File: config.mk
export PLATFORM = sky130hd
export DESIGN_NAME = fps_ctrl
export DESIGN_NICKNAME = d
export VERILOG_FILES = /design/src/design/fps_pkg.sv /design/src/design/fps_ctrl.sv
export SDC_FILE = /design/constraint.sdc
export NUM_CORES = 1
export LEC_CHECK = 0
export BUFFER_PORTS_ARGS = -buffer_cell sky130_fd_sc_hd__buf_4
export CAP_MARGIN = 20
export CORE_AREA = 2 2 39 41
export CTS_BUF_LIST = sky130_fd_sc_hd__clkbuf_8
export CTS_CLUSTER_DIAMETER = 120
export DETAILED_ROUTE_END_ITERATION = 10
export DIE_AREA = 0 0 41 43
export SETUP_SLACK_MARGIN = 0.5
export SLEW_MARGIN = 15
export SYNTH_ARGS = -nofsm -noshare
export SYNTH_HDL_FRONTEND = slang
export SYNTH_SLANG_ARGS = --single-unit
File: constraint.sdc
create_clock -name clk -period 1.4 [get_ports clk]
set_input_delay 0.07 -clock clk [delete_from_list [all_inputs] [get_ports clk]]
set_output_delay 0.07 -clock clk [all_outputs]
set_load 0.01 [all_outputs]
File: src/design/fps_pkg.sv
// Shared types and constants for the Fenwick prefix-sum table.
`timescale 1ns / 1ps
`default_nettype none

package fps_pkg;

  localparam int unsigned SIZE_DEF = 1024;
  localparam int unsigned IDX_W    = 10;
  localparam int unsigned DATA_W   = 32;

  localparam logic FUNC_ADD   = 1'b0;
  localparam logic FUNC_QUERY = 1'b1;

  // controller -> datapath
  typedef struct packed {
    logic clear;  // write zero at the sweep address
    logic load;   // capture a new request
    logic walk;   // step one cell along the chain
  } cmd_t;

  // datapath -> controller
  typedef struct packed {
    logic clr_last;   // sweep is at the last cell
    logic walk_done;  // chain has no more cells
    logic is_query;
  } sts_t;

endpackage

`default_nettype wire

File: src/design/fps_ctrl.sv
// Controller: sequences clearing, chain walks and the result strobe.
`timescale 1ns / 1ps
`default_nettype none

module fps_ctrl (
  input  wire logic          clk,
  input  wire logic          rst_n,
  input  wire logic          start,
  input  wire fps_pkg::sts_t sts,
  output fps_pkg::cmd_t      cmd,
  output logic               busy,
  output logic               out_valid
);
  import fps_pkg::*;

  typedef enum logic [1:0] {
    S_CLEAR,
    S_IDLE,
    S_WALK,
    S_RESP
  } state_t;

  state_t state_r;
  state_t state_nxt;
  logic   busy_r;
  logic   out_valid_r;
  logic   accept;

  assign accept = start && !busy_r;

  always_comb begin
    state_nxt = state_r;
    unique case (state_r)
      S_CLEAR: begin
        if (sts.clr_last) state_nxt = S_IDLE;
      end
      S_IDLE: begin
        if (accept) state_nxt = S_WALK;
      end
      S_WALK: begin
        if (sts.walk_done) state_nxt = sts.is_query ? S_RESP : S_IDLE;
      end
      S_RESP: begin
        state_nxt = accept ? S_WALK : S_IDLE;
      end
      default: state_nxt = S_IDLE;
    endcase
  end

  always_comb begin
    cmd.clear = (state_r == S_CLEAR);
    cmd.load  = accept;
    cmd.walk  = (state_r == S_WALK);
  end

  always_ff @(posedge clk) begin
    if (!rst_n) begin
      state_r     <= S_CLEAR;
      busy_r      <= 1'b1;
      out_valid_r <= 1'b0;
    end else begin
      state_r     <= state_nxt;
      busy_r      <= !((state_nxt == S_IDLE) || (state_nxt == S_RESP));
      out_valid_r <= (state_nxt == S_RESP);
    end
  end

  assign busy      = busy_r;
  assign out_valid = out_valid_r;

endmodule

`default_nettype wire
==> run metrics <==
Detailed Route WL=around 390 microns; Pre-antenna DRT Iters=4; diode count=0; Slew Viols, Final=0; layout cells sized above 1=64.5%; final net count=39; Worst setup EP type=primary output; post-route clock skew=a little over 0.4 ps; area delta synth->final=86.0%; worst path required time=1330 ps; average routed wire per standard cell=between 8 and 9 microns; Die Y-Extent=43 microns; Max FO, Critical Path=4; Initial Util=between 10% and 20%; initial antenna violation count=0; largest net degree at the start of global routing=6; vias in the first global route=167; Bufs on Longest Clock Path=2; WP data arrival=810 ps; final critical-path share of the clock period=a little over three fifths; hold buffer count at cts=0; clock sinks=4; later-pin clock latency in the skew report=220 ps; Finished Cell Area=roughly 320 sq um; Tmin final=~880 ps; PwrDens=1320 mW/mm^2; Worst-path clk slew=around 30 ps; crit start category=flop; GRT Util Overall=a little over 6%; DRT iter0 DRCs=7; highest clock rate=1140 MHz; first-pass GRT wire length=about 560 microns; Hold WC Path Type=primary input to flop; Num CTS Buffers=3; Pleak=around 0.14 nW; maxcap violations=0; outcome=complete, no violations; Synth Register Bits=4; Final Hold Fails=0; drt via density=about 3.7; Die X=around 40 microns; Synthesized Nets=24; htree depth=1; Synth Cell Area=~170 sq um; most frequent cells in the layout=buf_4 (10), nor2_1 (3), dfxtp_2 (3), clkbuf_8 (3); Cell Area, Placed=about 260 sq um; critical path type=flop to primary output; row cnt=14; post-synthesis sequential area ratio=roughly 47%; GP Congestion=between 0.5 and 0.6; Ports=11; Mapped Cells=18; Worst Tran Pin Value=between 150 and 200 ps; worst vdd ir=slightly below 0.0002 V; Yosys cell types=13; commonest non-fill, non-tap cell in the layout=buf_4; Mean Syn Cell Area=9.45 sq um; placed cell count=43; # port buffers=10; slew margin rel.=between 80% and 90%; Root Driver=clkbuf_8; CORE AREA=roughly 0.0014 sq mm; RSZ-0062 raised after global routing=true; number of remaining DRC errors=0; final setup vio count=0; gr ovfl total=0; Setup TNS=0 ps; Final ANT Viol Nets=0; CTS tree=built; fin cells=between 40 and 50; Ys Warns=0; die area=0.00176 sq mm; routed vias=about 180
==> where the power goes <==
| part | total (mW) | switching [mW] | internal, mW |
|---|---|---|---|
| registers | 0.129 | 0.00672 | 0.122 |
| logic | 0.0439 | 0.0167 | 0.0272 |
| clock network | 0.244 | 0.0604 | 0.183 |
==> critical path, stage by stage, from the launching register on <==
cell and delay (ps):
dfxtp_2 330, nor2b_4 150, buf_6 100
==> flip-flops by register name (all words and copies together) (netlist names) <==
| register | count |
|---|---|
| out_valid | 1 |
| state_r | 2 |
| busy | 1 |
==> per-stage QoR <==
stage / power (mW) / utilization (%) / setup WS, ps / hold WS, ps
6_report: 0.417 / 22.9 / 522 / 80.6
2_1_floorplan: 0.147 / - / 596 / 159
5_1_grt: 0.438 / 22.9 / 482 / 99.9
3_3_place_gp: 0.171 / 18.6 / 581 / 308
4_1_cts: 0.423 / 22.3 / 510 / 89.8
3_5_place_dp: 0.171 / 18.6 / 579 / 315
==> per-layer routing <==
layer / global-route usage [%] / share of wire, %
met5: 0 / 0
met2: 6.56 / 44
met1: 4.47 / 36
met4: 10.0 / 5.2
met3: 6.28 / 14
==> synthesized netlist by cell type <==
cell	count	area [sq um]
nand3_1	1	5.00
a21boi_2	1	11.3
dfxtp_1	4	80.1
nor2b_1	1	6.26
buf_4	1	7.51
o21ai_1	1	5.00
nor2b_4	1	13.8
o211ai_1	1	7.51
nor2_1	3	11.3
clkinv_1	1	3.75
o211a_1	1	10.0
a21oi_1	1	5.00
nand2_1	1	3.75
==> cell type report <==
class | instances | area (sq um)
multi-input cells | 12 | 81.3
well taps | 16 | 20.0
flip-flops and latches | 4 | 83.8
inverters | 1 | 3.75
repair buffers | 11 | 86.3
clock buffers | 3 | 41.3
fillers | 147 | 1070
==> repair_timing <==
item,in CTS,in global routing
hold endpoints to repair,0,0
buffers inserted,1,0
resized for setup,2,3
setup endpoints to repair,2,3
gates cloned,0,0
pin swaps,0,1
==> path summary, 6_finish.rpt <==
check / from / to / slack (ps) / depth (start not counted)
worst max-delay path: state_r[1]$_SDFF_PN0_ / cmd[0] / 520 / 2
worst max register to register: state_r[1]$_SDFF_PN0_ / state_r[1]$_SDFF_PN0_ / 550 / 4
worst min-delay path: rst_n / busy$_SDFF_PN1_ / 80 / 2
worst min register to register: state_r[0]$_SDFF_PN0_ / busy$_SDFF_PN1_ / 530 / 1
==> cell families after synthesis <==
group                  count (synthesis)  synth area share [%]
AO/OA/AOI/OAI                          5                  22.8
buffers and inverters                  2                  6.62
flip-flops                             4                  47.1
AND/OR/NAND/NOR                        7                  23.5
Power figures use the tool's default switching activity.
